## src/hdl/minv_pkg.sv

```systemverilog
// shared widths, types and helpers for the 3x3 matrix inverse pipeline
package minv_pkg;

	localparam int ENTRY_W   = 16;
	localparam int PROD_W    = 2 * ENTRY_W;
	localparam int COF_W     = PROD_W + 1;
	localparam int CMAG_W    = PROD_W;
	localparam int TERM_W    = ENTRY_W + COF_W;
	localparam int SUM_W     = TERM_W + 1;
	localparam int FRAC_DROP = 16;
	localparam int DET_W     = 33;
	localparam int OUT_W     = 16;
	localparam int QBITS     = OUT_W;
	localparam int CMP_W     = DET_W + QBITS;
	localparam int MIN_DET_W = 31;
	localparam int DIV_STEPS = QBITS;

	localparam logic [MIN_DET_W-1:0] MIN_DET_RST = MIN_DET_W'(1);
	localparam logic [SUM_W-1:0]     TRUNC_BIAS  = SUM_W'((64'd1 << FRAC_DROP) - 64'd1);

	typedef logic signed [ENTRY_W-1:0] entry_t;
	typedef entry_t [2:0]              row_t;
	typedef entry_t [2:0][2:0]         mat_t;
	typedef logic signed [PROD_W-1:0]  prod_t;
	typedef logic signed [COF_W-1:0]   cof_t;
	typedef cof_t [2:0][2:0]           cof_mat_t;
	typedef logic signed [TERM_W-1:0]  term_t;
	typedef logic signed [DET_W-1:0]   det_t;
	typedef logic [DET_W-1:0]          mag_t;
	typedef logic signed [OUT_W-1:0]   out_t;

	localparam out_t OUT_MAX = {1'b0, {(OUT_W-1){1'b1}}};
	localparam out_t OUT_MIN = {1'b1, {(OUT_W-1){1'b0}}};

	typedef struct packed {
		logic [CMAG_W-1:0] rem;
		logic [QBITS-1:0]  quo;
		mag_t              mag;
		logic              neg;
		logic              zero;
		logic              ovf;
	} div_t;

	function automatic int idx_lo(int k);
		return (k == 0) ? 1 : 0;
	endfunction

	function automatic int idx_hi(int k);
		return (k == 2) ? 1 : 2;
	endfunction

endpackage

```

## src/hdl/minv_div.sv

```systemverilog
// one inverse entry: pipelined restoring divide, one quotient bit per stage
module minv_div (
	input  logic           clk,
	input  logic           en,
	input  minv_pkg::cof_t cof,
	input  logic           det_neg,
	input  minv_pkg::mag_t mag,
	input  logic           sing,
	output minv_pkg::out_t quo_out
);
	import minv_pkg::*;

	div_t div_s [DIV_STEPS+1];

	logic [COF_W-1:0] cmag;
	div_t             prep;

	function automatic div_t div_step(div_t s, int b);
		logic [CMP_W:0] sub;
		div_t           n;
		n = s;
		sub = {(CMP_W+1-CMAG_W)'(0), s.rem} - {1'b0, (CMP_W'(s.mag) << b)};
		if (!sub[CMP_W]) begin
			n.rem = sub[CMAG_W-1:0];
			n.quo[b] = 1'b1;
		end
		return n;
	endfunction

	function automatic out_t fmt(div_t s);
		logic [QBITS:0] neg_q;
		out_t           r;
		neg_q = ~{1'b0, s.quo} + (QBITS+1)'(1);
		if (s.zero)
			r = '0;
		else if (s.ovf)
			r = s.neg ? OUT_MIN : OUT_MAX;
		else if (s.neg)
			r = (s.quo > QBITS'(OUT_MAX) + QBITS'(1)) ? OUT_MIN : neg_q[OUT_W-1:0];
		else
			r = (s.quo > QBITS'(OUT_MAX)) ? OUT_MAX : s.quo;
		return r;
	endfunction

	always_comb begin
		cmag = cof[COF_W-1] ? (~cof + COF_W'(1)) : cof;
		prep.rem  = cmag[CMAG_W-1:0];
		prep.quo  = '0;
		prep.mag  = mag;
		prep.neg  = cof[COF_W-1] ^ det_neg;
		prep.zero = sing;
		prep.ovf  = CMP_W'(cmag) >= {mag, QBITS'(0)};
	end

	always_ff @(posedge clk) begin
		if (en) begin
			div_s[0] <= prep;
			for (int k = 1; k <= DIV_STEPS; k++)
				div_s[k] <= div_step(div_s[k-1], DIV_STEPS - k);
			quo_out <= fmt(div_s[DIV_STEPS]);
		end
	end

endmodule

```

## config.mk

```make
export PLATFORM = sky130hd
export DESIGN_NAME = minv_div
export DESIGN_NICKNAME = d
export VERILOG_FILES = /design/src/hdl/minv_pkg.sv /design/src/hdl/minv_div.sv
export SDC_FILE = /design/constraint.sdc
export NUM_CORES = 2
export LEC_CHECK = 0
export ABC_AREA = 1
export BUFFER_PORTS_ARGS = -buffer_cell sky130_fd_sc_hd__buf_2
export CAP_MARGIN = 20
export CORE_MARGIN = 2
export CORE_UTILIZATION = 47
export CTS_CLUSTER_DIAMETER = 60
export DETAILED_ROUTE_END_ITERATION = 10
export HOLD_SLACK_MARGIN = 0.06
export MAX_ROUTING_LAYER = met4
export SLEW_MARGIN = 0
export SYNTH_ARGS = -nofsm -noshare
export SYNTH_HDL_FRONTEND = slang
export SYNTH_SLANG_ARGS = --single-unit
```

## constraint.sdc

```tcl
create_clock -name clk -period 5.02 [get_ports clk]
set_input_delay 1.004 -clock clk [delete_from_list [all_inputs] [get_ports clk]]
set_output_delay 1.004 -clock clk [all_outputs]
set_load 0.005 [all_outputs]
```

==> impl_metrics.tcl <==
set metrics [dict create \
    clk-insertion-delay-late_ns 0.79 \
    syn-mean-instance-area_sq_um 9.29 \
    tritoncts "done" \
    postCtsResizedCells 0 \
    core_sq_um 146000 \
    area_growth_pct 11.1 \
    post_synth_instance_area_sq_um 69100 \
    finalHoldWorstSlack_ns 0.403 \
    avgViaCountPerCell 5.36 \
    grt_setup_unrepaired "false" \
    globalplace.congestion 0.946 \
    grt_antenna_before_repair 2 \
    worstSetupEndpointType "flip-flop" \
    cp_slowest_stage_delay_ns 0.47 \
    synth_top_area_share_pct 54.0 \
    grt_first_pass_wirelength_um 299000 \
    hold_viol 0 \
    synth.ff_latch_count 1243 \
    initial_core_utilization_pct 47.4 \
    grt_start_max_net_pins 125 \
    placed_inst_area_sq_um 71800 \
    synth-main-ff-cell "edfxtp_1" \
    worst-slew-pin-transition_ns 1.10 \
    synth_enable_flop_cells 1243 \
    synth.yosys.seq_area_share_pct 54.0 \
    synth_largest_area_cell "edfxtp_1" \
    cts-buffers-inserted 147 \
    timing.critical_path.mode_cell "nand2_1" \
    drt_first_pass_iters 6 \
    cts.clk_slew.worst_paths_ns 0.07 \
    drt_drc_violations_left 0 \
    drv.max_cap_violation_count 0 \
    synth.cells.most_frequent "nand2_1, edfxtp_1, inv_1" \
    holdCritPathClass "flip-flop to flip-flop" \
    die_footprint_sq_um 150000 \
    synthesis.instances 7437 \
    timing.final.crit_period_ns 3.56 \
    power.static_leakage_nw 33.9 \
    grt_remaining_overflow 0 \
    post_synth_num_cell_types 54 \
    power_density_nw_per_um2 356 \
    power.ir.vdd_worst_mv 0.285 \
    postcts_setup_bufs 0 \
    cp_data_required_time_ns 5.47 \
    detail_route.wl_per_cell_um 20.3 \
    synth_nets 7932 \
    start_kind "flip-flop" \
    synthesis_warnings 0 \
    arrival_ns 4.01 \
    drt_iter0_drc 4311 \
    fp.dieH_um 387 \
    status "complete, no violations" \
    design.final.nets 8117 \
    clock-sinks 1243 \
    fin_area_sq_um 76700 \
    achievable-frequency_mhz 281 \
    asyncSetResetFlopFracSynth_pct 0 \
    fillerInstances 13400 \
    detailedPlacementHpwl_um 155000 \
    placement.io_buffers 85 \
    synthMostInstantiatedCell "nand2_1" \
    first_global_vias 49500 \
    final.period_utilization_pct 70.9 \
    report.final.setup_viol 0 \
    cts_max_path_buffers 3 \
    vias 51800 \
    clock-root-buffer "clkbuf_16" \
    multi_input_area_sq_um 26900 \
    clock_skew_after_layout_ns 0.0393 \
    antenna_left 0 \
    design_power_total_mw 27.3 \
    post_cts_hold_buffer_count 0 \
    routed_wirelength_um 196000 \
    finalMaxSlewViolations 0 \
    die_w_um 387 \
    slew-limit-headroom_pct 25.9 \
    ioPinCount 86 \
    globalRouteTotalUtil_pct 26.7 \
    worstSetupPathType "flip-flop to flip-flop" \
    path_cells "inv_1 > ha_1 > nand2_1 > nor2_1 > nand2_1 > nor2_1 > nand2_1 > nand3_2 > buf_4 > o21ai_0" \
    cp_slowest_cell "edfxtp_1" \
    placement_rows 140 \
    totalNegativeSetupSlack_ns 0 \
    num_antenna_cells 0 \
    cts_max_level 4 \
    critical_path.max_fanout 47 \
    drive_gt1_share_pct 5.34 \
    synthTopCellsByArea "edfxtp_1, nand2_1, ha_1" \
    area.sequential_sq_um 37300 \
]
-- metrics by stage --
stage | utilization [%] | setup WS [ns] | std cells
after CTS | 52.6 | 1.50 | 9658
after floorplan | - | 1.68 | 7437
after detailed placement | 49.3 | 0.732 | 9390
after global routing | 52.6 | 1.15 | 9658
after global placement | 49.3 | 0.709 | 9390
final | 52.6 | 1.46 | 9658
-- path summary, 6_finish.rpt --
| kind | slack [ns] | endpoint | cells after the start | from |
|---|---|---|---|---|
| max | 1.46 | div_s[0][1239] | 10 | div_s[0][1116] |
| min | 0.40 | div_s[0][644] | 0 | div_s[0][560] |
| max reg2reg | 1.46 | div_s[0][1239] | 10 | div_s[0][1116] |
| min reg2reg | 0.40 | div_s[0][644] | 0 | div_s[0][560] |
-- metal layers --
metal | vias to the layer above | global-route usage (%) | part of all wire (%)
li1 | 25600 | - | -
met1 | 24500 | 37.5 | 47
met2 | 1392 | 40.7 | 45
met3 | 286 | 3.56 | 5.4
met4 | 0 | 7.59 | 2.7
met5 | - | - | 0
-- flip-flops by register name (all words and copies together) (netlist names) --
name     flops
div_s     1227
quo_out     16
-- area by class of cell --
| class | instances | area share [%] |
|---|---|---|
| sequential | 1243 | 48.6 |
| multi-input combinational | 4970 | 35.1 |
| inverter | 1130 | 5.53 |
| clock buffer | 175 | 5.01 |
| tap | 1917 | 3.13 |
| clock inverter | 93 | 1.41 |
| timing repair buffer | 130 | 1.16 |
-- report_power, final --
part | internal (mW) | switching (mW)
combinational | 1.31 | 2.62
sequential | 12.2 | 0.455
clock | 6.31 | 4.44
-- kinds of logic after synthesis --
| family | Yosys count | share of synthesized area (%) |
|---|---|---|
| adders and majority gates | 425 | 7.86 |
| xor gates and xnor gates | 228 | 2.89 |
| buffers and inverters | 1224 | 6.97 |
| AOI/OAI and AO/OA | 923 | 7.13 |
| and+or+nand+nor | 3394 | 21.1 |
| DFF | 1243 | 54.0 |
-- worst max-delay path: cells and delay by family (launching register included) --
kind,cells,cell delay [ns]
fa+ha+maj,1,0.37
compound gates,1,0.29
flops,1,0.47
simple gates,6,1.53
buf+inv,2,0.54
-- cells in the final DEF, fill, tap and decap left out, types with 14 or more instances in the layout --
cell type,n
o21bai_1,29
inv_6,17
edfxtp_1,1243
nor3_1,79
clkbuf_16,150
o21ai_1,52
and2_1,15
nor4_1,21
fa_1,15
buf_2,84
ha_1,410
clkinv_2,19
nand2_1,1926
inv_1,1128
xnor2_1,72
buf_4,36
o21ai_0,300
nand4_1,239
xor2_1,156
bufinv_16,14
nor2_1,512
nand3b_1,40
nand3_1,501
a21oi_1,449
a21o_1,25
clkinv_1,19
clkbuf_1,25
a31oi_1,17
No activity file was read; power rests on OpenSTA's default activity.
